<file path="config.mk">
export PLATFORM = sky130hd
export DESIGN_NAME = four_digit_seven_segment_serializer
export DESIGN_NICKNAME = d
export VERILOG_FILES = /design/src/sv/fsc_pkg.sv /design/src/sv/four_digit_seven_segment_serializer.sv /design/src/sv/fsc_front.sv /design/src/sv/fsc_queue.sv /design/src/sv/fsc_back.sv
export SDC_FILE = /design/constraint.sdc
export NUM_CORES = 1
export LEC_CHECK = 0
export BUFFER_PORTS_ARGS = -buffer_cell sky130_fd_sc_hd__buf_2
export CAP_MARGIN = 0
export CORE_ASPECT_RATIO = 1.25
export CORE_MARGIN = 10
export CORE_UTILIZATION = 45
export CTS_BUF_LIST = sky130_fd_sc_hd__clkbuf_8
export DETAILED_ROUTE_END_ITERATION = 7
export GPL_TIMING_DRIVEN = 0
export PLACE_DENSITY_LB_ADDON = 0.15
export SYNTH_ARGS = -nofsm -noshare
export SYNTH_HDL_FRONTEND = slang
export SYNTH_SLANG_ARGS = --single-unit
</file>
<file path="constraint.sdc">
create_clock -name clk -period 3.25 [get_ports clk]
set_input_delay 0.65 -clock clk [delete_from_list [all_inputs] [get_ports clk]]
set_output_delay 0.65 -clock clk [all_outputs]
set_load 0.1 [all_outputs]
</file>
<file path="src/sv/fsc_pkg.sv">
package fsc_pkg;

	// Input range and conversion
	localparam int VALUE_W    = 14;
	localparam logic [VALUE_W-1:0] VALUE_MAX = 14'd9999;
	localparam int CONV_STEPS = VALUE_W;

	// Display layout
	localparam int DIGITS    = 4;
	localparam int FRAME_W   = 16;
	localparam int RUN_BITS  = DIGITS * FRAME_W;
	localparam logic [7:0] BLANK_CODE = 8'hFF;
	localparam logic [1:0] SLOT_THOUSANDS = 2'd3;

	// Queue between front and back
	localparam int QDEPTH = 2;

	// Segment bytes of the four digits, index 0 is the units digit
	typedef logic [DIGITS-1:0][7:0] fsc_segs_t;

	// Queue status seen by both sides
	typedef struct packed {
		logic full;
		logic empty;
	} fsc_qstat_t;

	// Front sequencer states
	typedef enum logic [1:0] {
		FR_IDLE,
		FR_CONV,
		FR_PUSH
	} fr_state_t;

	// Map a decimal digit to its active-low segment byte
	function automatic logic [7:0] seg_code(input logic [3:0] d);
		logic [7:0] code;
		unique case (d)
			4'd0: code = 8'hC0;
			4'd1: code = 8'hF9;
			4'd2: code = 8'hA4;
			4'd3: code = 8'hB0;
			4'd4: code = 8'h99;
			4'd5: code = 8'h92;
			4'd6: code = 8'h82;
			4'd7: code = 8'hF8;
			4'd8: code = 8'h80;
			4'd9: code = 8'h90;
			default: code = BLANK_CODE;
		endcase
		return code;
	endfunction

endpackage

</file>
<file path="src/sv/four_digit_seven_segment_serializer.sv">
// Drives a four-digit seven-segment display through a shift-register chain.
// Each accepted value (saturated to 9999) becomes 64 output items: four
// 16-bit frames, units digit first, each the active-low segment byte then a
// one-hot digit-select byte, MSB first. Leading zeros are blanked (0xFF).
// latch_strobe marks the last bit of each frame, last marks the 64th item.
// The serializer emits one bit per cycle while the queue holds a value and
// out_ready does not stall it. The front converts a value to decimal digits,
// overlapped with the serializer through a two-entry queue, so one value can
// wait in the queue and another in the front while a third is being shifted out.
module four_digit_seven_segment_serializer (
	input  logic                         clk,
	input  logic                         arst_n,
	input  logic                         in_valid,
	output logic                         in_ready,
	input  logic [fsc_pkg::VALUE_W-1:0]  value,
	output logic                         out_valid,
	input  logic                         out_ready,
	output logic                         serial_data,
	output logic                         latch_strobe,
	output logic [1:0]                   digit_slot,
	output logic                         last
);
	import fsc_pkg::*;

	logic        q_push, q_pop;
	fsc_segs_t   push_segs, head_segs;
	fsc_qstat_t  qstat;

	// Accept and convert values
	fsc_front u_front (
		.clk       (clk),
		.arst_n    (arst_n),
		.in_valid  (in_valid),
		.in_ready  (in_ready),
		.value     (value),
		.push      (q_push),
		.push_segs (push_segs),
		.qstat     (qstat)
	);

	// Hold converted items
	fsc_queue u_queue (
		.clk       (clk),
		.arst_n    (arst_n),
		.push      (q_push),
		.push_segs (push_segs),
		.pop       (q_pop),
		.head_segs (head_segs),
		.qstat     (qstat)
	);

	// Shift out frames
	fsc_back u_back (
		.clk          (clk),
		.arst_n       (arst_n),
		.head_segs    (head_segs),
		.qstat        (qstat),
		.pop          (q_pop),
		.out_valid    (out_valid),
		.out_ready    (out_ready),
		.serial_data  (serial_data),
		.latch_strobe (latch_strobe),
		.digit_slot   (digit_slot),
		.last         (last)
	);

	// Never push into a full queue
	a_no_overflow: assert property (@(posedge clk) disable iff (!arst_n)
		q_push |-> !qstat.full)
		else $error("push into full queue");

	// Never pop an empty queue
	a_no_underflow: assert property (@(posedge clk) disable iff (!arst_n)
		q_pop |-> !qstat.empty)
		else $error("pop from empty queue");

	// End of run closes the thousands frame
	a_last_frame: assert property (@(posedge clk) disable iff (!arst_n)
		(out_valid && last) |-> (latch_strobe && digit_slot == SLOT_THOUSANDS))
		else $error("last outside final frame bit");

	// A pop always leaves the last item of the run in the output register
	a_pop_last: assert property (@(posedge clk) disable iff (!arst_n)
		q_pop |=> (out_valid && last))
		else $error("pop not aligned with last item");

endmodule

</file>
<file path="src/sv/fsc_front.sv">
module fsc_front (
	input  logic                           clk,
	input  logic                           arst_n,
	input  logic                           in_valid,
	output logic                           in_ready,
	input  logic [fsc_pkg::VALUE_W-1:0]    value,
	output logic                           push,
	output fsc_pkg::fsc_segs_t             push_segs,
	input  fsc_pkg::fsc_qstat_t            qstat
);
	import fsc_pkg::*;

	fr_state_t              state_q, state_d;
	logic [VALUE_W-1:0]     bin_q;
	logic [4*DIGITS-1:0]    bcd_q;
	logic [3:0]             step_q;
	logic [4*DIGITS-1:0]    bcd_adj;
	logic                   accept;
	logic                   blank3, blank2, blank1;

	assign accept = in_valid && in_ready;

	// Add three to every digit of five or more before the shift
	always_comb begin
		for (int i = 0; i < DIGITS; i++) begin
			if (bcd_q[4*i +: 4] >= 4'd5)
				bcd_adj[4*i +: 4] = bcd_q[4*i +: 4] + 4'd3;
			else
				bcd_adj[4*i +: 4] = bcd_q[4*i +: 4];
		end
	end

	// Blank leading zeros from the thousands down, keep units
	assign blank3 = (bcd_q[15:12] == 4'd0);
	assign blank2 = blank3 && (bcd_q[11:8] == 4'd0);
	assign blank1 = blank2 && (bcd_q[7:4] == 4'd0);

	assign push_segs[3] = blank3 ? BLANK_CODE : seg_code(bcd_q[15:12]);
	assign push_segs[2] = blank2 ? BLANK_CODE : seg_code(bcd_q[11:8]);
	assign push_segs[1] = blank1 ? BLANK_CODE : seg_code(bcd_q[7:4]);
	assign push_segs[0] = seg_code(bcd_q[3:0]);

	// Sequencer state register
	always_ff @(posedge clk or negedge arst_n) begin
		if (!arst_n) begin
			state_q <= FR_IDLE;
			step_q  <= '0;
		end else begin
			state_q <= state_d;
			if (state_q == FR_CONV)
				step_q <= step_q + 4'd1;
			else
				step_q <= '0;
		end
	end

	// Next state and handshake outputs
	always_comb begin
		state_d  = state_q;
		in_ready = 1'b0;
		push     = 1'b0;
		unique case (state_q)
			FR_IDLE: begin
				in_ready = 1'b1;
				if (in_valid)
					state_d = FR_CONV;
			end
			FR_CONV: begin
				if (step_q == 4'(CONV_STEPS - 1))
					state_d = FR_PUSH;
			end
			FR_PUSH: begin
				push = !qstat.full;
				if (!qstat.full)
					state_d = FR_IDLE;
			end
			default: state_d = FR_IDLE;
		endcase
	end

	// Saturate on accept, then shift binary into BCD one bit a cycle
	always_ff @(posedge clk) begin
		if (accept) begin
			bin_q <= (value > VALUE_MAX) ? VALUE_MAX : value;
			bcd_q <= '0;
		end else if (state_q == FR_CONV) begin
			bin_q <= {bin_q[VALUE_W-2:0], 1'b0};
			bcd_q <= {bcd_adj[4*DIGITS-2:0], bin_q[VALUE_W-1]};
		end
	end

endmodule

</file>
<file path="src/sv/fsc_queue.sv">
module fsc_queue (
	input  logic                  clk,
	input  logic                  arst_n,
	input  logic                  push,
	input  fsc_pkg::fsc_segs_t    push_segs,
	input  logic                  pop,
	output fsc_pkg::fsc_segs_t    head_segs,
	output fsc_pkg::fsc_qstat_t   qstat
);
	import fsc_pkg::*;

	localparam int PTR_W = $clog2(QDEPTH);
	localparam int CNT_W = $clog2(QDEPTH + 1);

	fsc_segs_t          mem_q [QDEPTH];
	logic [PTR_W-1:0]   wr_ptr_q, rd_ptr_q;
	logic [CNT_W-1:0]   count_q;

	assign qstat.full  = (count_q == CNT_W'(QDEPTH));
	assign qstat.empty = (count_q == '0);
	assign head_segs   = mem_q[rd_ptr_q];

	// Store pushed item
	always_ff @(posedge clk) begin
		if (push)
			mem_q[wr_ptr_q] <= push_segs;
	end

	// Advance pointers and fill count
	always_ff @(posedge clk or negedge arst_n) begin
		if (!arst_n) begin
			wr_ptr_q <= '0;
			rd_ptr_q <= '0;
			count_q  <= '0;
		end else begin
			if (push)
				wr_ptr_q <= (wr_ptr_q == PTR_W'(QDEPTH - 1)) ? '0 : wr_ptr_q + 1'b1;
			if (pop)
				rd_ptr_q <= (rd_ptr_q == PTR_W'(QDEPTH - 1)) ? '0 : rd_ptr_q + 1'b1;
			if (push && !pop)
				count_q <= count_q + 1'b1;
			else if (pop && !push)
				count_q <= count_q - 1'b1;
		end
	end

endmodule

</file>
<file path="src/sv/fsc_back.sv">
module fsc_back (
	input  logic                  clk,
	input  logic                  arst_n,
	input  fsc_pkg::fsc_segs_t    head_segs,
	input  fsc_pkg::fsc_qstat_t   qstat,
	output logic                  pop,
	output logic                  out_valid,
	input  logic                  out_ready,
	output logic                  serial_data,
	output logic                  latch_strobe,
	output logic [1:0]            digit_slot,
	output logic                  last
);
	import fsc_pkg::*;

	localparam int BIT_W = $clog2(RUN_BITS);

	logic [BIT_W-1:0]   bit_q;
	logic               out_valid_q;
	logic               data_q, strobe_q, last_q;
	logic [1:0]         slot_q;
	logic               advance, emit;
	logic [1:0]         slot;
	logic [3:0]         pos;
	logic [FRAME_W-1:0] frame;

	// Move the output register when empty or taken
	assign advance = !out_valid_q || out_ready;
	assign emit    = advance && !qstat.empty;
	assign pop     = emit && (bit_q == BIT_W'(RUN_BITS - 1));

	// Build the frame of the current digit from the queue head
	assign slot  = bit_q[BIT_W-1 -: 2];
	assign pos   = bit_q[3:0];
	assign frame = {head_segs[slot], 8'(8'd1 << slot)};

	// Control registers
	always_ff @(posedge clk or negedge arst_n) begin
		if (!arst_n) begin
			out_valid_q <= 1'b0;
			bit_q       <= '0;
		end else begin
			if (advance)
				out_valid_q <= !qstat.empty;
			if (emit)
				bit_q <= bit_q + 1'b1;
		end
	end

	// Output payload
	always_ff @(posedge clk) begin
		if (emit) begin
			data_q   <= frame[4'(FRAME_W - 1) - pos];
			strobe_q <= (pos == 4'(FRAME_W - 1));
			slot_q   <= slot;
			last_q   <= (bit_q == BIT_W'(RUN_BITS - 1));
		end
	end

	assign out_valid    = out_valid_q;
	assign serial_data  = data_q;
	assign latch_strobe = strobe_q;
	assign digit_slot   = slot_q;
	assign last         = last_q;

endmodule

</file>
After elaboration in Yosys (flattened, before gate mapping)
Memory sizes are Yosys's and may differ from the RTL's. A register that Yosys moved wholly into a read port is not among the register bits.
Cells that the tools add are included.

cells by class
  add/sub/neg operators = 11
  muxes and demuxes = 35
  reductions and logical operators = 21
  equal/unequal tests = 9
  shift-type cells = 1
  $lt $le $gt $ge = 7

operator list
  operator                                             count
  2-to-1 mux 4 bit                                     12
  2-to-1 mux 14 bit                                    3
  2-to-1 mux 8 bit                                     4
  binary-select mux 8 bit (select 2 bit)               1
  >= comparator 4 x 3 -> 1 bit, second input constant  4
  > comparator 14 bit, second input constant           1
  adder 4 x 2 -> 4 bit, second input constant          3
  logical NOT 4 bit                                    3
  2-to-1 mux 2 bit                                     5
  equality test 4 bit, second input constant           2
  << shifter 1 x 2 -> 8 bit, first input constant      1
  logical AND 1 bit                                    7
  2-to-1 mux 1 bit                                     7
  adder 6 x 1 -> 6 bit, second input constant          1
  equality test 6 bit, second input constant           1
  != test 2 bit, second input constant                 3
  case mux 2 bit (3 select lines)                      1
  logical NOT 1 bit                                    5
  < comparator 4 x 5 -> 1 bit, second input constant   1
  adder 4 x 1 -> 4 bit, second input constant          1
  binary-select mux 1 bit (select 4 bit)               1
  equality test 2 bit, second input constant           2
  logical NOT 2 bit                                    2
  nonzero test 2 bit                                   2
  other kinds (10)                                     11

storage, ports and cells
  register bits = 52
  memories kept = 5
  memory bits (writable) = 64
  word-level logic and storage cells = 102
  bits of input ports = 18
  output and inout bits = 7
  ROM bits = 448

memories
  memory            words  width  rd ports  clocked after memory_dff  wr ports  RTL line         RTL
  (name not given)  16     7      1         1                         0         fsc_pkg.sv:37    unique case (d)
  (name not given)  16     7      1         1                         0         fsc_pkg.sv:37
  (name not given)  16     7      1         1                         0         fsc_pkg.sv:37
  (name not given)  16     7      1         1                         0         fsc_pkg.sv:37
  u_queue.mem_q     2      32     1         0                         1         fsc_queue.sv:15  fsc_segs_t mem_q [QDEPTH];

Logic depth before layout (Yosys ltp)
  depth after elaboration = 7
  depth in mapped cells = 11
  gate-level depth less buffers = 11

Hierarchy
From an unflattened synthesis, not the netlist that was laid out.

second synthesis, totals
  cell total of the unflattened synthesis = 536
  area total of the unflattened synthesis = 7304.5 um^2

modules (own cells, without submodules)
  module     area each (um^2)  times used  seq. area each (um^2)  cells an instance
  fsc_front  3863.7            1           1451.4                 359
  fsc_queue  2648.8            1           2021.9                 116
  fsc_back   792.0             1           325.3                  61

Worst setup path after synthesis
Ideal clock, no wire load.

  path kind = register -> register
  start point = reg u_front.state_q[0]
  end point = reg with a tool-made name
  arrival time = 3.091 ns
  cell stages (with the launch flop) = 8
  data required time = 3.130 ns
  setup time = 0.120 ns
  path buffers = 2
  clock period less this slack = 3.210 ns
  path slack = 0.040 ns
  cell sequence = dfrtp_1 > nor2_1 > and2_1 > buf_2 > buf_2 > o22ai_2 > ha_1 > o31a_1

RTL lines
  item                    RTL line         RTL
  start, declared         fsc_front.sv:13  fr_state_t state_q, state_d;
  start signal, assigned  fsc_front.sv:49  state_q <= state_d;

==> run_summary.xml <==
<?xml version="1.0" encoding="UTF-8"?>
<metrics>
  <group name="status">
    <metric name="status" unit="">completed</metric>
  </group>
  <group name="worst_hold_path">
    <metric name="hold_path_class" unit="">in -&gt; async</metric>
  </group>
  <group name="power">
    <metric name="clock_power_share" unit="">0.161</metric>
    <metric name="total_power" unit="µW">7650</metric>
    <metric name="pwr-share-comb" unit="">0.478</metric>
    <metric name="ir_worst_vdd" unit="mV">0.540</metric>
    <metric name="power.net_switching" unit="µW">3120</metric>
    <metric name="swShare" unit="">0.408</metric>
    <metric name="powerDensity" unit="nW/µm²">1090</metric>
    <metric name="leakagePower" unit="µW">0.00280</metric>
    <metric name="seq_power_share" unit="">0.361</metric>
    <metric name="cellInternalPower" unit="µW">4530</metric>
  </group>
  <group name="synthesis">
    <metric name="number_of_synthesized_flops_with_an_enable_pin" unit="">75</metric>
    <metric name="synth_common_cells" unit="">sky130_fd_sc_hd__edfxtp_1, sky130_fd_sc_hd__nand2_1, sky130_fd_sc_hd__dfxtp_1</metric>
    <metric name="postSynthCellCount" unit="">527</metric>
    <metric name="syn-num-nets" unit="">579</metric>
    <metric name="ys_async_sr_fraction" unit="">0.125</metric>
    <metric name="simple_gate_area_share_of_the_yosys_netlist" unit="">0.125</metric>
    <metric name="postSynthAreaPerCell" unit="µm²">12.0</metric>
    <metric name="post-synth-top-area-fraction" unit="">0.357</metric>
    <metric name="synth_top_cell_by_area" unit="">sky130_fd_sc_hd__edfxtp_1</metric>
    <metric name="seq_area_frac_synth" unit="">0.564</metric>
    <metric name="post_synth_instance_area" unit="µm²">6310</metric>
    <metric name="combinational_family_with_the_most_area_after_synthesis" unit="">simple AND/OR/NAND/NOR gates</metric>
    <metric name="synth-warning-count" unit="">0</metric>
    <metric name="synth.most_common_cell" unit="">sky130_fd_sc_hd__edfxtp_1</metric>
    <metric name="netlist_top_cells_area" unit="">sky130_fd_sc_hd__edfxtp_1, sky130_fd_sc_hd__dfxtp_1, sky130_fd_sc_hd__dfrtp_1, sky130_fd_sc_hd__ha_1, sky130_fd_sc_hd__mux4_2</metric>
    <metric name="ys_dominant_reg_cell" unit="">sky130_fd_sc_hd__edfxtp_1</metric>
    <metric name="synth_compound_area_frac" unit="">0.116</metric>
    <metric name="yosys.area_share.xor_xnor" unit="">0.0305</metric>
    <metric name="synthAdderAreaFrac" unit="">0.0674</metric>
    <metric name="synth.area.mux_share" unit="">0.0610</metric>
    <metric name="postSynthRegisterBits" unit="">136</metric>
    <metric name="synth.lib_cells_used.distinct" unit="">61</metric>
  </group>
  <group name="die">
    <metric name="floorplan.core_area" unit="µm²">13800</metric>
    <metric name="die-area" unit="µm²">19200</metric>
    <metric name="num_io_pins" unit="">25</metric>
    <metric name="floorplan_die_width" unit="µm">126</metric>
    <metric name="fp-row-count" unit="">48</metric>
    <metric name="die_h" unit="µm">152</metric>
    <metric name="initial_core_util" unit="">0.457</metric>
  </group>
  <group name="grt">
    <metric name="track_usage" unit="">0.129</metric>
    <metric name="grt_max_degree" unit="">29</metric>
    <metric name="number_of_antenna_violations_at_the_first_check_in_global_routing" unit="">0</metric>
    <metric name="grt_pass1_vias" unit="">4012</metric>
    <metric name="first_pass_grt_wire_length" unit="mm">20.1</metric>
    <metric name="grt_overflow" unit="">0</metric>
  </group>
  <group name="worst_setup_path">
    <metric name="timing.critical_path.cells" unit="">nand2b_1 -&gt; buf_2 -&gt; buf_4 -&gt; buf_2 -&gt; o21ai_0 -&gt; inv_1 -&gt; ha_1 -&gt; o31a_1</metric>
    <metric name="critical_path.top_delay_family" unit="">buffers and inverters</metric>
    <metric name="timing.critical_path.required" unit="ps">3580</metric>
    <metric name="worst-path-max-fanout" unit="">10</metric>
    <metric name="setup.worst_path.class" unit="">reg -&gt; reg</metric>
    <metric name="worst_ep_arrival_time" unit="ps">2900</metric>
    <metric name="critPathCaptureType" unit="">register</metric>
    <metric name="cp-start-kind" unit="">register</metric>
    <metric name="worst-path-buf-inv" unit="">4</metric>
    <metric name="slowest_stage_cell_on_the_critical_path" unit="">sky130_fd_sc_hd__dfrtp_1</metric>
    <metric name="worst_path_most_repeated_cell" unit="">sky130_fd_sc_hd__buf_2</metric>
    <metric name="slowest_delay" unit="ps">450</metric>
  </group>
  <group name="placement">
    <metric name="port-buffer-count" unit="">24</metric>
    <metric name="routabilityCongestion" unit="">0.828</metric>
    <metric name="dpl_cell_area" unit="µm²">6660</metric>
    <metric name="place_hpwl" unit="mm">8.73</metric>
    <metric name="placed_cells_incl_taps" unit="">726</metric>
  </group>
  <group name="timing">
    <metric name="layout_min_cycle_time" unit="ps">2570</metric>
    <metric name="clock.fmax" unit="MHz">390</metric>
    <metric name="final.hold.worst_slack" unit="ps">120</metric>
    <metric name="final-max-slew-violation-count" unit="">0</metric>
    <metric name="period_share" unit="">0.790</metric>
    <metric name="tns" unit="ps">0</metric>
    <metric name="fin_worst_skew" unit="ps">8.86</metric>
    <metric name="rsz0062_at_grt" unit="">false</metric>
    <metric name="worst_max_slew_pin_slew" unit="ps">1290</metric>
    <metric name="hold_viol" unit="">0</metric>
    <metric name="timing.max_slew.rel_slack" unit="">0.142</metric>
    <metric name="setup_viol" unit="">0</metric>
  </group>
  <group name="clocking">
    <metric name="cts.reportedPaths.clkPinSlew" unit="ps">80</metric>
    <metric name="htreeDepth" unit="">4</metric>
    <metric name="cts_resized" unit="">0</metric>
    <metric name="hold_fix_buffers_cts" unit="">0</metric>
    <metric name="clk_buf_depth" unit="">2</metric>
    <metric name="worst_skew_pair.late_latency" unit="ps">440</metric>
    <metric name="tritoncts_clock_tree" unit="">built</metric>
    <metric name="cts_post_setup_buffers_inserted" unit="">0</metric>
    <metric name="tritoncts.num_buffers" unit="">17</metric>
    <metric name="cts-root-buf" unit="">sky130_fd_sc_hd__clkbuf_8</metric>
    <metric name="cts_sinks" unit="">136</metric>
  </group>
  <group name="routing">
    <metric name="detail_route.wirelength" unit="mm">11.8</metric>
    <metric name="route.detailed.vias_per_inst" unit="">5.18</metric>
    <metric name="remaining_number_of_nets_flagged_by_the_antenna_check_after_routing" unit="">0</metric>
    <metric name="drt-initial-drc-count" unit="">195</metric>
    <metric name="drtPass1Iterations" unit="">4</metric>
    <metric name="drc" unit="">0</metric>
    <metric name="routed_wire_length_per_instance" unit="µm">15.5</metric>
    <metric name="num_vias" unit="">3924</metric>
  </group>
  <group name="finish">
    <metric name="sequential_cell_area" unit="µm²">3560</metric>
    <metric name="n_fill_cell" unit="">1254</metric>
    <metric name="area_growth" unit="%">11.1</metric>
    <metric name="multi_input_comb_area" unit="µm²">2540</metric>
    <metric name="diodes" unit="">0</metric>
    <metric name="finish.cell_count_without_fillers" unit="">758</metric>
    <metric name="numnets_final" unit="">622</metric>
    <metric name="final_cell_area_excluding_filler_cells" unit="µm²">7010</metric>
    <metric name="drive_gt1_frac" unit="">0.190</metric>
  </group>
  <group name="job">
    <metric name="maxCapViolCount" unit="">0</metric>
  </group>
</metrics>
[per-stage QoR]
stage,setup slack (ps),utilization
2_1_floorplan,39.6,-
3_3_place_gp,-50.7,0.482
3_5_place_dp,643,0.482
4_1_cts,639,0.508
5_1_grt,514,0.508
6_report,684,0.508
[metal layers]
metal,up-vias,track usage,routed length (µm)
li1,1969,-,-
met1,1873,0.148,4980
met2,65,0.218,6150
met3,17,0.0341,403
met4,0,0.0570,223
met5,-,0,0
[final cells by class]
type,count,area share
timing repair buffer,24,0.0171
inverter,27,0.0144
sequential,136,0.507
multi-input combinational,340,0.362
clock inverter,15,0.0169
tap,175,0.0312
clock buffer,17,0.0334
buffer,24,0.0180
[layout by cell type, fill, tap and decap left out, types with 4 or more instances in the layout]
cell and count:
sky130_fd_sc_hd__ha_1 34, sky130_fd_sc_hd__nand3b_1 4, sky130_fd_sc_hd__dfxtp_1 44, sky130_fd_sc_hd__edfxtp_1 75
sky130_fd_sc_hd__xnor2_1 13, sky130_fd_sc_hd__nand2b_1 18, sky130_fd_sc_hd__inv_1 25, sky130_fd_sc_hd__o21ai_1 5
sky130_fd_sc_hd__mux2i_1 7, sky130_fd_sc_hd__xor2_1 9, sky130_fd_sc_hd__nand2_1 49, sky130_fd_sc_hd__mux2_2 5
sky130_fd_sc_hd__a21oi_1 17, sky130_fd_sc_hd__buf_2 38, sky130_fd_sc_hd__o21ai_0 28, sky130_fd_sc_hd__inv_6 5
sky130_fd_sc_hd__nand3_1 13, sky130_fd_sc_hd__o21a_1 10, sky130_fd_sc_hd__or2_2 7, sky130_fd_sc_hd__clkbuf_8 17
sky130_fd_sc_hd__a21o_1 10, sky130_fd_sc_hd__nor2b_1 7, sky130_fd_sc_hd__or2b_1 6, sky130_fd_sc_hd__dfrtp_1 17
sky130_fd_sc_hd__clkinvlp_4 4, sky130_fd_sc_hd__nor2_1 24, sky130_fd_sc_hd__mux4_2 11, sky130_fd_sc_hd__a22oi_1 9
sky130_fd_sc_hd__nor3_1 5, sky130_fd_sc_hd__o31a_1 5, sky130_fd_sc_hd__clkbuf_1 5
[worst paths after layout]
check / start / end / slack [ps] / depth (start not counted)
hold reg to reg: u_front.push_segs[3] / u_queue.mem_q[0][3] / 440 / 0
setup / recovery: u_front.state_q[1] / register / 680 / 8
min in group clk: out_ready / u_back.out_valid / 400 / 2
setup reg to reg: u_front.state_q[1] / register / 680 / 8
hold / removal: arst_n / u_front.step_q[0] / 120 / 1
max in group asynchronous: arst_n / u_back.out_valid / 2850 / 1
[cells by family after synthesis]
logic type               count (synthesis)
AND/OR/NAND/NOR                        152
buffers and inverters                   51
XOR/XNOR                                22
adder cells (fa/ha/maj)                 34
AO/OA/AOI/OAI                          108
multiplexers                            24
flip-flops                             136
[worst reg2reg max path, delay by kind of cell, from the launching register on]
| kind | cells | cell delay (ps) |
|---|---|---|
| DFF | 1 | 450 |
| and+or+nand+nor | 1 | 200 |
| buffers and inverters | 4 | 770 |
| adders and majority gates | 1 | 320 |
| AOI/OAI and AO/OA | 2 | 730 |
[power groups by stage]
stage	registers (µW)	logic (µW)	clock network, µW
final	2770	3660	1230
after global routing	2830	4150	1350
after detailed placement	2800	3670	0
after CTS	2770	3700	1270
after global placement	2780	3580	0
after floorplan	2940	2720	0
No activity file was read; power rests on OpenSTA's default activity.
